$ cat config.mk
export PLATFORM = sky130hd
export DESIGN_NAME = nmea_gga_time_position_parser
export DESIGN_NICKNAME = d
export VERILOG_FILES = /design/src/rtl/core/nggp_pkg.sv /design/src/rtl/core/nmea_gga_time_position_parser.sv /design/src/rtl/core/nggp_parser.sv /design/src/rtl/core/nggp_finish.sv
export SDC_FILE = /design/constraint.sdc
export NUM_CORES = 1
export LEC_CHECK = 0
export ABC_CLOCK_PERIOD_IN_PS = 14860
export BUFFER_PORTS_ARGS = -buffer_cell sky130_fd_sc_hd__buf_2
export CAP_MARGIN = 20
export CORE_MARGIN = 5
export CORE_UTILIZATION = 40
export DETAILED_ROUTE_END_ITERATION = 10
export GPL_TIMING_DRIVEN = 0
export SKIP_CTS_REPAIR_TIMING = 1
export SLEW_MARGIN = 25
export SYNTH_ARGS = -nofsm -noshare
export SYNTH_HDL_FRONTEND = slang
export SYNTH_SLANG_ARGS = --single-unit
$ cat constraint.sdc
create_clock -name clock -period 14.86 [get_ports clock]
set_input_delay 2.229 -clock clock [delete_from_list [all_inputs] [get_ports clock]]
set_output_delay 2.229 -clock clock [all_outputs]
set_load 0.1 [all_outputs]
$ cat src/rtl/core/nggp_pkg.sv
// ----------------------------------------------------------------------------
// NMEA GGA parser package
// Shared types, character codes and the base-60 long-division digit step.
// ----------------------------------------------------------------------------
package nggp_pkg;

   // Position minutes are carried as a running quotient/remainder by 60 of
   // the minute digits followed by six fraction digits (millionths of a minute).
   localparam int QUO_W      = 21;
   localparam int FRAC_CNT_W = 3;
   localparam logic [FRAC_CNT_W-1:0] TOTAL_FRAC = 3'd6;

   localparam logic [7:0] CH_DOLLAR = 8'h24;
   localparam logic [7:0] CH_COMMA  = 8'h2C;
   localparam logic [7:0] CH_DOT    = 8'h2E;
   localparam logic [7:0] CH_ZERO   = 8'h30;
   localparam logic [7:0] CH_NINE   = 8'h39;
   localparam logic [7:0] CH_N      = 8'h4E;
   localparam logic [7:0] CH_E      = 8'h45;

   localparam logic CSR_ZONE_HOURS   = 1'b0;
   localparam logic CSR_ZONE_MINUTES = 1'b1;

   typedef struct packed {
      logic [QUO_W-1:0] quo;
      logic [5:0]       rem;
   } div60_type;

   // Snapshot handed from the byte parser to the result unit.
   typedef struct packed {
      logic                  start;
      logic [6:0]            hour;
      logic [6:0]            minute;
      logic [6:0]            second;
      logic [6:0]            lat_deg;
      div60_type             lat_div;
      logic [FRAC_CNT_W-1:0] lat_pad;
      logic [9:0]            lon_deg;
      div60_type             lon_div;
      logic [FRAC_CNT_W-1:0] lon_pad;
   } fix_type;

   // Header text after the dollar sign.
   function automatic logic [7:0] hdr_char(input logic [2:0] idx);
      logic [7:0] ch;
      unique case (idx)
         3'd0:    ch = 8'h47;
         3'd1:    ch = 8'h50;
         3'd2:    ch = 8'h47;
         3'd3:    ch = 8'h47;
         3'd4:    ch = 8'h41;
         3'd5:    ch = CH_COMMA;
         default: ch = 8'h00;
      endcase
      return ch;
   endfunction

   // Appends one decimal digit to a number held as quotient and remainder by 60.
   function automatic div60_type div60_step(input div60_type cur, input logic [3:0] digit);
      logic [9:0] t;
      logic [3:0] qd;
      div60_type  res;
      t  = 10'(cur.rem) * 10'd10 + 10'(digit);
      qd = 4'd0;
      for (int k = 1; k < 10; k++) begin
         if (t >= 10'(k * 60)) begin
            qd = 4'(k);
         end
      end
      res.quo = QUO_W'(cur.quo * QUO_W'(10)) + QUO_W'(qd);
      res.rem = 6'(t - 10'(qd) * 10'd60);
      return res;
   endfunction

endpackage

$ cat src/rtl/core/nmea_gga_time_position_parser.sv
// ----------------------------------------------------------------------------
// NMEA GGA time and position parser
// Hunts for GGA sentences in a byte stream and reports local time and
// north/east position in microdegrees for each complete sentence.
// ----------------------------------------------------------------------------
//  Channel | Ports                          | Direction | Moves
//  --------+--------------------------------+-----------+--------------------------
//  req     | req_valid/ready, req_char_byte | in        | one received byte
//  rsp     | rsp_valid/ready, rsp_local_*,  | out       | one parsed fix
//          | rsp_*_microdeg                 |           |
//  csr     | csr_wr_en, csr_index, csr_wdata| in        | zone offset hours/minutes
//
// One byte is taken per cycle; the byte parser keeps running digit sums and a
// base-60 quotient of the minutes as bytes arrive. After the final 'E' transfer
// the result unit pads the minute fractions with zero digits, does one multiply
// and one add (once its output is free) before rsp_valid rises.
// req_ready drops only for the east-hemisphere byte while the result unit is still busy.
// Reset is synchronous; it restores zone offsets of 4 h 30 min.
// ----------------------------------------------------------------------------
module nmea_gga_time_position_parser #(
   parameter int FRACTION_DIGITS = 5
) (
   input  logic        clock,
   input  logic        reset,
   input  logic        req_valid,
   output logic        req_ready,
   input  logic [7:0]  req_char_byte,
   output logic        rsp_valid,
   input  logic        rsp_ready,
   output logic [4:0]  rsp_local_hour,
   output logic [5:0]  rsp_local_minute,
   output logic [5:0]  rsp_local_second,
   output logic [26:0] rsp_latitude_microdeg,
   output logic [29:0] rsp_longitude_microdeg,
   input  logic        csr_wr_en,
   input  logic        csr_index,
   input  logic [5:0]  csr_wdata
);

   logic [4:0]        zone_hours_ff, zone_hours_in;
   logic [5:0]        zone_minutes_ff, zone_minutes_in;
   logic              fin_busy;
   nggp_pkg::fix_type fix;

   always_comb begin
      zone_hours_in   = zone_hours_ff;
      zone_minutes_in = zone_minutes_ff;
      if (csr_wr_en) begin
         unique case (csr_index)
            nggp_pkg::CSR_ZONE_HOURS:   zone_hours_in   = csr_wdata[4:0];
            nggp_pkg::CSR_ZONE_MINUTES: zone_minutes_in = csr_wdata;
         endcase
      end
   end

   always_ff @(posedge clock) begin
      if (reset) begin
         zone_hours_ff   <= 5'd4;
         zone_minutes_ff <= 6'd30;
      end else begin
         zone_hours_ff   <= zone_hours_in;
         zone_minutes_ff <= zone_minutes_in;
      end
   end

   nggp_parser #(
      .FRACTION_DIGITS(FRACTION_DIGITS)
   ) u_parser (
      .clock         (clock),
      .reset         (reset),
      .req_valid     (req_valid),
      .req_ready     (req_ready),
      .req_char_byte (req_char_byte),
      .fin_busy      (fin_busy),
      .fix           (fix)
   );

   nggp_finish u_finish (
      .clock                  (clock),
      .reset                  (reset),
      .fix                    (fix),
      .zone_hours             (zone_hours_ff),
      .zone_minutes           (zone_minutes_ff),
      .fin_busy               (fin_busy),
      .rsp_valid              (rsp_valid),
      .rsp_ready              (rsp_ready),
      .rsp_local_hour         (rsp_local_hour),
      .rsp_local_minute       (rsp_local_minute),
      .rsp_local_second       (rsp_local_second),
      .rsp_latitude_microdeg  (rsp_latitude_microdeg),
      .rsp_longitude_microdeg (rsp_longitude_microdeg)
   );

endmodule

$ cat src/rtl/core/nggp_parser.sv
// ----------------------------------------------------------------------------
// NMEA GGA byte parser
// Walks the sentence one byte per transfer and accumulates time and position.
// ----------------------------------------------------------------------------
module nggp_parser #(
   parameter int FRACTION_DIGITS = 5
) (
   input  logic             clock,
   input  logic             reset,
   input  logic             req_valid,
   output logic             req_ready,
   input  logic [7:0]       req_char_byte,
   input  logic             fin_busy,
   output nggp_pkg::fix_type fix
);

   typedef enum logic [3:0] {
      PH_HUNT, PH_HDR, PH_TIME, PH_TSKIP, PH_LATINT, PH_LATDOT, PH_LATFRAC,
      PH_NHEM, PH_NCOMMA, PH_LONINT, PH_LONDOT, PH_LONFRAC, PH_EHEM
   } phase_type;

   phase_type                       phase_ff, phase_in;
   logic [2:0]                      hdr_idx_ff, hdr_idx_in;
   logic [2:0]                      digit_cnt_ff, digit_cnt_in;
   logic [6:0]                      hour_ff, hour_in;
   logic [6:0]                      min_ff, min_in;
   logic [6:0]                      sec_ff, sec_in;
   logic [6:0]                      lat_deg_ff, lat_deg_in;
   nggp_pkg::div60_type             lat_div_ff, lat_div_in;
   logic [9:0]                      lon_deg_ff, lon_deg_in;
   nggp_pkg::div60_type             lon_div_ff, lon_div_in;
   logic [nggp_pkg::FRAC_CNT_W-1:0] frac_cnt_ff, frac_cnt_in;
   logic [nggp_pkg::FRAC_CNT_W-1:0] lat_pad_ff, lat_pad_in;

   logic       accept;
   logic       is_digit;
   logic [3:0] digit;
   logic       frac_keep;

   // Only the east-hemisphere byte, which can complete a sentence, has to wait.
   assign req_ready = !(phase_ff == PH_EHEM && fin_busy);
   assign accept    = req_valid && req_ready;
   assign is_digit  = (req_char_byte >= nggp_pkg::CH_ZERO) && (req_char_byte <= nggp_pkg::CH_NINE);
   assign digit     = is_digit ? 4'(req_char_byte - nggp_pkg::CH_ZERO) : 4'd0;
   assign frac_keep = frac_cnt_ff < nggp_pkg::FRAC_CNT_W'(FRACTION_DIGITS);

   always_comb begin
      phase_in     = phase_ff;
      hdr_idx_in   = hdr_idx_ff;
      digit_cnt_in = digit_cnt_ff;
      hour_in      = hour_ff;
      min_in       = min_ff;
      sec_in       = sec_ff;
      lat_deg_in   = lat_deg_ff;
      lat_div_in   = lat_div_ff;
      lon_deg_in   = lon_deg_ff;
      lon_div_in   = lon_div_ff;
      frac_cnt_in  = frac_cnt_ff;
      lat_pad_in   = lat_pad_ff;
      if (accept) begin
         if (req_char_byte == nggp_pkg::CH_DOLLAR) begin
            phase_in   = PH_HDR;
            hdr_idx_in = 3'd0;
         end else begin
            unique case (phase_ff)
               PH_HDR: begin
                  if (req_char_byte == nggp_pkg::hdr_char(hdr_idx_ff)) begin
                     hdr_idx_in = hdr_idx_ff + 3'd1;
                     if (hdr_idx_ff == 3'd5) begin
                        phase_in     = PH_TIME;
                        digit_cnt_in = 3'd0;
                        hour_in      = 7'd0;
                        min_in       = 7'd0;
                        sec_in       = 7'd0;
                        lat_deg_in   = 7'd0;
                        lat_div_in   = '0;
                        lon_deg_in   = 10'd0;
                        lon_div_in   = '0;
                        frac_cnt_in  = '0;
                     end
                  end else begin
                     phase_in = PH_HUNT;
                  end
               end
               PH_TIME: begin
                  if (!is_digit) begin
                     phase_in = PH_HUNT;
                  end else begin
                     if (digit_cnt_ff < 3'd2) begin
                        hour_in = 7'(hour_ff * 7'd10) + 7'(digit);
                     end else if (digit_cnt_ff < 3'd4) begin
                        min_in = 7'(min_ff * 7'd10) + 7'(digit);
                     end else begin
                        sec_in = 7'(sec_ff * 7'd10) + 7'(digit);
                     end
                     digit_cnt_in = digit_cnt_ff + 3'd1;
                     if (digit_cnt_ff == 3'd5) begin
                        if (hour_ff > 7'd23 || min_ff > 7'd59 || sec_in > 7'd60) begin
                           phase_in = PH_HUNT;
                        end else begin
                           phase_in = PH_TSKIP;
                        end
                     end
                  end
               end
               PH_TSKIP: begin
                  if (req_char_byte == nggp_pkg::CH_COMMA) begin
                     phase_in     = PH_LATINT;
                     digit_cnt_in = 3'd0;
                  end
               end
               PH_LATINT: begin
                  if (!is_digit) begin
                     phase_in = PH_HUNT;
                  end else begin
                     if (digit_cnt_ff < 3'd2) begin
                        lat_deg_in = 7'(lat_deg_ff * 7'd10) + 7'(digit);
                     end else begin
                        lat_div_in = nggp_pkg::div60_step(lat_div_ff, digit);
                     end
                     digit_cnt_in = digit_cnt_ff + 3'd1;
                     if (digit_cnt_ff == 3'd3) begin
                        phase_in = PH_LATDOT;
                     end
                  end
               end
               PH_LATDOT: begin
                  if (req_char_byte == nggp_pkg::CH_DOT) begin
                     phase_in    = PH_LATFRAC;
                     frac_cnt_in = '0;
                  end else begin
                     phase_in = PH_HUNT;
                  end
               end
               PH_LATFRAC: begin
                  if (is_digit) begin
                     if (frac_keep) begin
                        lat_div_in  = nggp_pkg::div60_step(lat_div_ff, digit);
                        frac_cnt_in = frac_cnt_ff + 1'b1;
                     end
                  end else if (req_char_byte == nggp_pkg::CH_COMMA) begin
                     // The missing fraction digits are appended later as zeros.
                     lat_pad_in = nggp_pkg::TOTAL_FRAC - frac_cnt_ff;
                     phase_in   = PH_NHEM;
                  end else begin
                     phase_in = PH_HUNT;
                  end
               end
               PH_NHEM: begin
                  phase_in = (req_char_byte == nggp_pkg::CH_N) ? PH_NCOMMA : PH_HUNT;
               end
               PH_NCOMMA: begin
                  if (req_char_byte == nggp_pkg::CH_COMMA) begin
                     phase_in     = PH_LONINT;
                     digit_cnt_in = 3'd0;
                  end else begin
                     phase_in = PH_HUNT;
                  end
               end
               PH_LONINT: begin
                  if (!is_digit) begin
                     phase_in = PH_HUNT;
                  end else begin
                     if (digit_cnt_ff < 3'd3) begin
                        lon_deg_in = 10'(lon_deg_ff * 10'd10) + 10'(digit);
                     end else begin
                        lon_div_in = nggp_pkg::div60_step(lon_div_ff, digit);
                     end
                     digit_cnt_in = digit_cnt_ff + 3'd1;
                     if (digit_cnt_ff == 3'd4) begin
                        phase_in = PH_LONDOT;
                     end
                  end
               end
               PH_LONDOT: begin
                  if (req_char_byte == nggp_pkg::CH_DOT) begin
                     phase_in    = PH_LONFRAC;
                     frac_cnt_in = '0;
                  end else begin
                     phase_in = PH_HUNT;
                  end
               end
               PH_LONFRAC: begin
                  if (is_digit) begin
                     if (frac_keep) begin
                        lon_div_in  = nggp_pkg::div60_step(lon_div_ff, digit);
                        frac_cnt_in = frac_cnt_ff + 1'b1;
                     end
                  end else if (req_char_byte == nggp_pkg::CH_COMMA) begin
                     phase_in = PH_EHEM;
                  end else begin
                     phase_in = PH_HUNT;
                  end
               end
               PH_EHEM: begin
                  phase_in = PH_HUNT;
               end
               default: begin
                  phase_in = PH_HUNT;
               end
            endcase
         end
      end
   end

   always_ff @(posedge clock) begin
      if (reset) begin
         phase_ff     <= PH_HUNT;
         hdr_idx_ff   <= 3'd0;
         digit_cnt_ff <= 3'd0;
         hour_ff      <= 7'd0;
         min_ff       <= 7'd0;
         sec_ff       <= 7'd0;
         lat_deg_ff   <= 7'd0;
         lat_div_ff   <= '0;
         lon_deg_ff   <= 10'd0;
         lon_div_ff   <= '0;
         frac_cnt_ff  <= '0;
         lat_pad_ff   <= '0;
      end else begin
         phase_ff     <= phase_in;
         hdr_idx_ff   <= hdr_idx_in;
         digit_cnt_ff <= digit_cnt_in;
         hour_ff      <= hour_in;
         min_ff       <= min_in;
         sec_ff       <= sec_in;
         lat_deg_ff   <= lat_deg_in;
         lat_div_ff   <= lat_div_in;
         lon_deg_ff   <= lon_deg_in;
         lon_div_ff   <= lon_div_in;
         frac_cnt_ff  <= frac_cnt_in;
         lat_pad_ff   <= lat_pad_in;
      end
   end

   assign fix.start   = accept && phase_ff == PH_EHEM && req_char_byte == nggp_pkg::CH_E;
   assign fix.hour    = hour_ff;
   assign fix.minute  = min_ff;
   assign fix.second  = sec_ff;
   assign fix.lat_deg = lat_deg_ff;
   assign fix.lat_div = lat_div_ff;
   assign fix.lat_pad = lat_pad_ff;
   assign fix.lon_deg = lon_deg_ff;
   assign fix.lon_div = lon_div_ff;
   assign fix.lon_pad = nggp_pkg::TOTAL_FRAC - frac_cnt_ff;

   a_dollar_restarts: assert property (@(posedge clock) disable iff (reset)
      (accept && req_char_byte == nggp_pkg::CH_DOLLAR) |=>
         (phase_ff == PH_HDR && hdr_idx_ff == 3'd0))
      else $error("dollar sign did not restart the header match");

   a_fix_returns_to_hunt: assert property (@(posedge clock) disable iff (reset)
      fix.start |=> (phase_ff == PH_HUNT))
      else $error("parser did not return to hunting after a complete sentence");

endmodule

$ cat src/rtl/core/nggp_finish.sv
// ----------------------------------------------------------------------------
// NMEA GGA result unit
// Pads the minute fractions, converts positions to microdegrees, applies the
// zone offset and holds the result until it is transferred.
// ----------------------------------------------------------------------------
module nggp_finish (
   input  logic              clock,
   input  logic              reset,
   input  nggp_pkg::fix_type fix,
   input  logic [4:0]        zone_hours,
   input  logic [5:0]        zone_minutes,
   output logic              fin_busy,
   output logic              rsp_valid,
   input  logic              rsp_ready,
   output logic [4:0]        rsp_local_hour,
   output logic [5:0]        rsp_local_minute,
   output logic [5:0]        rsp_local_second,
   output logic [26:0]       rsp_latitude_microdeg,
   output logic [29:0]       rsp_longitude_microdeg
);

   typedef enum logic [1:0] {ST_IDLE, ST_PAD, ST_MUL, ST_SUM} state_type;

   state_type                       state_ff, state_in;
   logic                            valid_ff, valid_in;
   logic [4:0]                      hour_ff, hour_in;
   logic [5:0]                      min_ff, min_in;
   logic [5:0]                      sec_ff, sec_in;
   logic [6:0]                      lat_deg_ff, lat_deg_in;
   logic [9:0]                      lon_deg_ff, lon_deg_in;
   nggp_pkg::div60_type             lat_div_ff, lat_div_in;
   nggp_pkg::div60_type             lon_div_ff, lon_div_in;
   logic [nggp_pkg::FRAC_CNT_W-1:0] lat_pad_ff, lat_pad_in;
   logic [nggp_pkg::FRAC_CNT_W-1:0] lon_pad_ff, lon_pad_in;
   logic [26:0]                     lat_prod_ff, lat_prod_in;
   logic [29:0]                     lon_prod_ff, lon_prod_in;
   logic [26:0]                     lat_out_ff, lat_out_in;
   logic [29:0]                     lon_out_ff, lon_out_in;
   logic [4:0]                      hour_out_ff, hour_out_in;
   logic [5:0]                      min_out_ff, min_out_in;
   logic [5:0]                      sec_out_ff, sec_out_in;

   logic [7:0] msum, msum1, msum2;
   logic [1:0] carry;
   logic [6:0] hsum, hsum1, hsum2;
   logic       out_free;

   // Zone offset: the minute sum carries at most twice, the hour sum wraps at most twice.
   always_comb begin
      msum  = 8'(fix.minute) + 8'(zone_minutes);
      msum1 = (msum >= 8'd60) ? msum - 8'd60 : msum;
      msum2 = (msum1 >= 8'd60) ? msum1 - 8'd60 : msum1;
      carry = 2'(msum >= 8'd60) + 2'(msum1 >= 8'd60);
      hsum  = fix.hour + 7'(zone_hours) + 7'(carry);
      hsum1 = (hsum >= 7'd24) ? hsum - 7'd24 : hsum;
      hsum2 = (hsum1 >= 7'd24) ? hsum1 - 7'd24 : hsum1;
   end

   assign out_free = !valid_ff || rsp_ready;
   assign fin_busy = state_ff != ST_IDLE;

   always_comb begin
      state_in    = state_ff;
      valid_in    = valid_ff && !rsp_ready;
      hour_in     = hour_ff;
      min_in      = min_ff;
      sec_in      = sec_ff;
      lat_deg_in  = lat_deg_ff;
      lon_deg_in  = lon_deg_ff;
      lat_div_in  = lat_div_ff;
      lon_div_in  = lon_div_ff;
      lat_pad_in  = lat_pad_ff;
      lon_pad_in  = lon_pad_ff;
      lat_prod_in = lat_prod_ff;
      lon_prod_in = lon_prod_ff;
      lat_out_in  = lat_out_ff;
      lon_out_in  = lon_out_ff;
      hour_out_in = hour_out_ff;
      min_out_in  = min_out_ff;
      sec_out_in  = sec_out_ff;
      unique case (state_ff)
         ST_IDLE: begin
            if (fix.start) begin
               state_in   = ST_PAD;
               hour_in    = 5'(hsum2);
               min_in     = 6'(msum2);
               sec_in     = 6'(fix.second);
               lat_deg_in = fix.lat_deg;
               lon_deg_in = fix.lon_deg;
               lat_div_in = fix.lat_div;
               lon_div_in = fix.lon_div;
               lat_pad_in = fix.lat_pad;
               lon_pad_in = fix.lon_pad;
            end
         end
         ST_PAD: begin
            // Each cycle appends one zero digit to whichever fraction is short.
            if (lat_pad_ff != '0) begin
               lat_div_in = nggp_pkg::div60_step(lat_div_ff, 4'd0);
               lat_pad_in = lat_pad_ff - 1'b1;
            end
            if (lon_pad_ff != '0) begin
               lon_div_in = nggp_pkg::div60_step(lon_div_ff, 4'd0);
               lon_pad_in = lon_pad_ff - 1'b1;
            end
            if (lat_pad_ff == '0 && lon_pad_ff == '0) begin
               state_in = ST_MUL;
            end
         end
         ST_MUL: begin
            lat_prod_in = 27'(lat_deg_ff * 27'd1000000);
            lon_prod_in = 30'(lon_deg_ff * 30'd1000000);
            state_in    = ST_SUM;
         end
         ST_SUM: begin
            if (out_free) begin
               lat_out_in  = lat_prod_ff + 27'(lat_div_ff.quo);
               lon_out_in  = lon_prod_ff + 30'(lon_div_ff.quo);
               hour_out_in = hour_ff;
               min_out_in  = min_ff;
               sec_out_in  = sec_ff;
               valid_in    = 1'b1;
               state_in    = ST_IDLE;
            end
         end
         default: begin
            state_in = ST_IDLE;
         end
      endcase
   end

   always_ff @(posedge clock) begin
      if (reset) begin
         state_ff <= ST_IDLE;
         valid_ff <= 1'b0;
      end else begin
         state_ff <= state_in;
         valid_ff <= valid_in;
      end
      hour_ff     <= hour_in;
      min_ff      <= min_in;
      sec_ff      <= sec_in;
      lat_deg_ff  <= lat_deg_in;
      lon_deg_ff  <= lon_deg_in;
      lat_div_ff  <= lat_div_in;
      lon_div_ff  <= lon_div_in;
      lat_pad_ff  <= lat_pad_in;
      lon_pad_ff  <= lon_pad_in;
      lat_prod_ff <= lat_prod_in;
      lon_prod_ff <= lon_prod_in;
      lat_out_ff  <= lat_out_in;
      lon_out_ff  <= lon_out_in;
      hour_out_ff <= hour_out_in;
      min_out_ff  <= min_out_in;
      sec_out_ff  <= sec_out_in;
   end

   assign rsp_valid              = valid_ff;
   assign rsp_local_hour         = hour_out_ff;
   assign rsp_local_minute       = min_out_ff;
   assign rsp_local_second       = sec_out_ff;
   assign rsp_latitude_microdeg  = lat_out_ff;
   assign rsp_longitude_microdeg = lon_out_ff;

   a_start_when_idle: assert property (@(posedge clock) disable iff (reset)
      fix.start |-> (state_ff == ST_IDLE))
      else $error("sentence completed while the result unit was busy");

   a_pad_counts_down: assert property (@(posedge clock) disable iff (reset)
      (state_ff == ST_PAD && lat_pad_ff != '0) |=> (lat_pad_ff == $past(lat_pad_ff) - 1'b1))
      else $error("latitude padding count did not step down");

   a_time_in_range: assert property (@(posedge clock) disable iff (reset)
      valid_ff |-> (hour_out_ff < 5'd24 && min_out_ff < 6'd60))
      else $error("local time out of range");

endmodule
### After elaboration in Yosys (flattened, before gate mapping)

Cells that the tools add are included.

* bits in registers: 335
* input bits: 20
* output and inout bits: 76
* logic and storage cells: 417

* $add $sub $neg: 36
* multipliers: 21
* magnitude comparators: 49
* equality and inequality tests: 62
* muxes and demuxes: 156
* bitwise operators: 3
* reductions and logical operators: 54

Operator list (number)
* $mux 27: 14
* $mux 4: 53
* $pmux 27 s3: 2
* $ge 10x9->1 const B: 16
* $add 21x4->21: 6
* $mux 7: 17
* $pmux 27 s2: 2
* $mul 21x3->20 const B: 4
* $mux 3: 28
* $ge 10x8->1 const B: 8
* $pmux 7 s2: 4
* $ne 2x1->1 const B: 22
* $pmux 4 s11: 1
* $ge 10x10->1 const B: 4
* $ge 10x6->1 const B: 4
* $ge 10x7->1 const B: 4
* $mux 10: 4
* $mul 6x3->9 const B: 4
* $sub 6x6->6: 6
* $mux 8: 4
* $add 10x4->10: 3
* $add 30x21->30: 1
* $add 7x4->7: 4
* $mul 7x3->6 const B: 4
* 67 further kinds: 162

### Depth between registers and ports, before layout

* depth after elaboration: 24
* depth in mapped cells: 30
* gate-level depth less buffers: 30

### Cells and area by module

Synthesis repeated with hierarchy kept, for this count alone.

* cell total of the unflattened synthesis: 3125
* area total of the unflattened synthesis: 29324.4 sq um

By module, submodules not included
* nggp_finish: instances 1, cells each 1651, area an instance 17620.6 sq um, seq. area each 6456.2 sq um
* nggp_parser: instances 1, cells each 1431, area an instance 11245.8 sq um, seq. area each 2162.1 sq um
* nmea_gga_time_position_parser: instances 1, cells each 43, area an instance 457.9 sq um, seq. area each 220.2 sq um

### Least setup slack after synthesis

Ideal clock, no wire load.

* kind: input-to-reg
* from: in req_char_byte[7]
* to: reg u_parser.lat_div_ff (netlist bit u_parser.fix[68])
* setup time: 0.122 ns
* arrival: 7.521 ns
* data required time: 14.738 ns
* path slack: 7.217 ns
* stages on the path: 23
* buffers on the path: 1
* path through: nor4bb_1 clkbuf_1 and3_1 ha_1 inv_1 fa_1 nand2b_1 a21o_1 xnor2_1 or4_1 o22a_1 o41a_1 nor2_1 ha_1 fa_1 a21o_1 nand2_1 nor3_1 nor4b_1 o2111ai_1 nor4_1 nor2_1 a221o_1

* longest elaborated chain between the ends: 23
* elaborated cells on any way between the ends: 47
* classes of those cells: add/sub (3); order compare (11); eq/ne (5); mux (25); bitwise (1); reduce/logical (2)

RTL lines
* from (decl): line nmea_gga_time_position_parser.sv:27 `input logic [7:0] req_char_byte,`
* $ge 8x6->1 or $le 8x6->1 (tied branches): line nggp_parser.sv:43 `assign is_digit = (req_char_byte >= nggp_pkg::CH_ZERO) && (req_char_byte <= nggp_pkg::CH_NINE);`
* $logic_and 1x1->1: line nggp_parser.sv:43
* $mux 4: line nggp_parser.sv:44 `assign digit = is_digit ? 4'(req_char_byte - nggp_pkg::CH_ZERO) : 4'd0;`
* $add 10x4->10: line nggp_pkg.sv:63 `t = 10'(cur.rem) * 10'd10 + 10'(digit);`
* $ge 10x6->1: line nggp_pkg.sv:66 `if (t >= 10'(k * 60)) begin`
* $mux 1: line nggp_pkg.sv:66
* $mux 2 (2 in a row): line nggp_pkg.sv:66
* $mux 3 (4 in a row): line nggp_pkg.sv:66
* (+3 left out)
* $mux 4, on equally long branches: line nggp_parser.sv:136, nggp_parser.sv:113
* $mux 4: line nggp_parser.sv:65 `unique case (phase_ff)`
* $mux 4: line nggp_parser.sv:61 `if (req_char_byte == nggp_pkg::CH_DOLLAR) begin`
* $mux 4: line nggp_parser.sv:60 `if (accept) begin`
* $add 21x4->21: line nggp_pkg.sv:70 `res.quo = QUO_W'(cur.quo * QUO_W'(10)) + QUO_W'(qd);`
* $mux 27, on equally long branches: line nggp_parser.sv:137, nggp_parser.sv:116
* $mux 27, on equally long branches: line nggp_parser.sv:136, nggp_parser.sv:113
* $pmux 27 s3: line nggp_parser.sv:65
* to (signal assigned): line nggp_parser.sv:228 `lat_div_ff <= lat_div_in;`
* to (decl): line nggp_parser.sv:29 `nggp_pkg::div60_type lat_div_ff, lat_div_in;`

Several ways; a longest one is shown, not always the timed one. The select of a mux whose other input is x is not followed.
A chain may end at the register's enable or synchronous reset.

### Worst setup path after layout

* from: in req_char_byte[4]
* to: reg u_parser.lat_div_ff (netlist bit u_parser.fix[68])

Same word-level chain as after synthesis.

==> summary.txt <==
Power
  – VDD IR max: about 0.09 mV
  – P_leak: 13.2 nW
  – Pwr Total: 2.20 mW
  – PD cells: 68.4 mW/mm2

Placement
  – Setup WS pre-CTS: between 5 and 6 ns
  – Number of placed instances, taps included: slightly above 4,000
  – Routability cong.: slightly below 0.9
  – Detailed placement HPWL: about 52,000 um
  – I/O Buffers: 92
  – Placed inst area: between 0.03 and 0.04 mm2

Route
  – Total number of vias: roughly 22,000
  – Wirelength per Cell: 16.0 um
  – Drt initial violations: 1,157
  – DRC: 0
  – DR pass1 iterations: 5
  – Routed wire length: 66,300 um
  – Via/cell ratio: about 5.3
  – Antenna viol nets, final: 0

Critical path
  – Startpoint Class: primary input
  – Worst EP arrival: ~9.1 ns
  – Worst EP required: 15.32 ns
  – Worst-path fanout max: 9
  – Crit end category: register
  – Worst Setup Path Type: primary input to register

STA
  – Post-route setup TNS: 0 ns
  – Setup slack after layout: approximately 6.2 ns
  – RSZ-0062 raised after global routing: no
  – Tmin final: about 8.6 ns
  – Worst slew pin tran: between 1 and 1.5 ns
  – Final period util: around three fifths
  – Clock Skew: 0.0248 ns
  – Rel. slew slack: between 30% and 40%
  – Number of max-slew violations in the final report: 0
  – Hold WS: roughly 0.42 ns
  – Hold Fails Final Rpt: 0
  – Final setup fails: 0
  – Fmax: between 100 and 150 MHz

Final layout
  – Synth-to-Final Area Change: 12.1%
  – Share of layout cells above drive strength 1: under 10%
  – Final core utilization: between 40% and 50%
  – Post-layout net count: between 3,000 and 4,000
  – Final Cell Area: between 0.03 and 0.04 mm2
  – Final cell count without fillers: roughly 4,100

Clocking
  – Clock transition at path regs: 0.06 ns
  – CTS tree: done
  – Htree depth: 2
  – Clock buffer depth: 3
  – CTS Root Cell: clkbuf_16
  – CTS Buf Count: 44
  – Count of clock tree sinks: approximately 340
  – Clock latency at the later pin of the worst-skew pair: 0.59 ns

Synthesis
  – Synthesized area per cell: approximately 9.5 um2
  – Synth Net Count: approximately 3,500
  – Synth Cell Area: between 0.02 and 0.03 mm2
  – Post-synthesis cell type count: 100
  – EDFF count, synth: approximately 210
  – Sequential cell area fraction in the yosys report: between 30% and 40%
  – Synth top cells by count: ha_1 (431), nor2_1 (267), inv_1 (235)
  – Synth top area share: 22.3%
  – Synth warn: 0
  – Cells after Synth: 3,011
  – #FFs+latches synth: roughly 340
  – Most common cell in the netlist: ha_1
  – Most used DFF post-synth: edfxtp_1
  – Ranking of synthesized cells by area: edfxtp_1 (22%), ha_1 (19%), dfxtp_1 (8.5%)
  – FFs w/ async S/R, synth: 0%
  – Area leader, netlist: edfxtp_1

Floorplanning
  – Ports: 96
  – FP Rows: 98
  – Die width: 278 um
  – Core area: 0.0714 mm2
  – Die area: approximately 0.077 mm2
  – Initial Utilization: 40.2%
  – Die span in y: 278 um

Global route
  – Grt ovf: 0
  – Largest net degree at the start of global routing: 46
  – Vias in the first global route: between 20,000 and 25,000
  – First-pass GRT wire length: roughly 110,000 um
  – Antenna violations before repair: 4
  – Gr usage total: between 10% and 20%

Worst hold path
  – Worst min path class: register to register

Outcome
  – Run status: finished clean

Flow run
  – Max-cap violations: 0
report_power, final:
part	switching (mW)	total (mW)	internal (mW)
Clock	0.434	1.16	0.722
Combinational	0.0416	0.0612	0.0196
Sequential	0.00125	0.982	0.981
Total	0.477	2.20	1.72
cells in the final DEF, fill, tap and decap left out, types with 19 or more instances in the layout:
cell	count
nand3_1	77
and2_1	20
nor3_1	81
fa_1	70
mux2_2	20
inv_1	235
nand4_1	24
mux2i_1	30
a31oi_1	19
o21a_1	34
clkbuf_1	50
dfxtp_1	122
xnor2_1	198
a21o_1	52
buf_2	98
a211oi_1	24
ha_1	430
edfxtp_1	213
a21oi_1	230
and3_1	30
nor2_1	267
o21ai_0	104
nand2_1	135
clkbuf_16	48
xor2_1	86
a22oi_1	24
nand2b_1	46
nor2b_1	48
nor4_1	25
per-layer routing:
metal / up-vias / track usage (%) / wire [um]
li1: 11255 / - / -
met1: 10220 / 23.6 / 32400
met2: 338 / 27.2 / 29500
met3: 90 / 2.82 / 2810
met4: 6 / 4.29 / 1520
met5: - / 0 / 40
worst max-delay path, cell delays in order:
cell	delay [ns]
buf_2	0.12
nor4bb_1	0.30
clkbuf_1	0.31
and3_1	0.62
ha_1	0.30
inv_1	0.06
fa_1	0.42
nand2b_1	0.20
a21o_1	0.23
xnor2_1	0.26
or4_1	0.57
o22a_1	0.26
o41a_1	0.33
nor2_1	0.15
ha_1	0.21
fa_1	0.21
a21o_1	0.13
nand2_1	0.08
nor3_1	0.36
nor4b_1	0.59
o2111ai_1	0.33
nor4_1	0.49
nor2_1	0.10
a221o_1	0.26
kinds of logic after synthesis:
| kind of cell | synth area share (%) |
|---|---|
| fa+ha+maj | 23.8 |
| compound gates | 15.3 |
| flops | 30.8 |
| xor+xnor | 8.90 |
| simple gates | 15.3 |
| mux | 1.83 |
| buf+inv | 4.07 |
layout make-up:
type	instances	area [um2]
fill	6975	39200
multi-input combinational	2375	18700
sequential	335	8840
clock buffer	56	1260
tap	950	1190
inverter	236	886
timing repair buffer	102	637
clock inverter	26	317
buffer	65	282
antenna	3	7.51
worst paths after layout:
| kind | start | slack, ns | to | cells after the start |
|---|---|---|---|---|
| setup / recovery | req_char_byte[4] | 6.21 | u_parser.fix[68]$_SDFFE_PP0P_ | 24 |
| hold / removal | u_finish.sec_ff[4]$_DFFE_PP_ | 0.42 | u_finish.rsp_local_second[4]$_DFFE_PP_ | 0 |
| setup reg to reg | u_parser.min_ff[1]$_SDFFE_PP0P_ | 7.72 | u_finish.hour_ff[4]$_DFFE_PP_ | 28 |
| hold reg to reg | u_finish.sec_ff[4]$_DFFE_PP_ | 0.42 | u_finish.rsp_local_second[4]$_DFFE_PP_ | 0 |
sequential cells by signal, summed over array words and instances, names as in the netlist, 6 cells and up:
| name | cells |
|---|---|
| u_parser.sec_ff | 7 |
| u_finish.lat_div_ff | 27 |
| u_parser.lat_deg_ff | 7 |
| u_finish.sec_ff | 6 |
| u_finish.lon_deg_ff | 10 |
| u_finish.rsp_local_minute | 6 |
| u_finish.min_ff | 6 |
| u_parser.min_ff | 7 |
| u_finish.lat_prod_ff | 21 |
| u_finish.rsp_longitude_microdeg | 30 |
| zone_minutes_ff | 6 |
| u_finish.lon_div_ff | 27 |
| u_finish.lat_deg_ff | 7 |
| u_parser.fix | 54 |
| u_finish.lon_prod_ff | 24 |
| u_parser.hour_ff | 7 |
| u_finish.rsp_local_second | 6 |
| u_parser.lon_deg_ff | 10 |
| u_finish.rsp_latitude_microdeg | 27 |
Note: power is estimated with default switching activity, not from simulation.
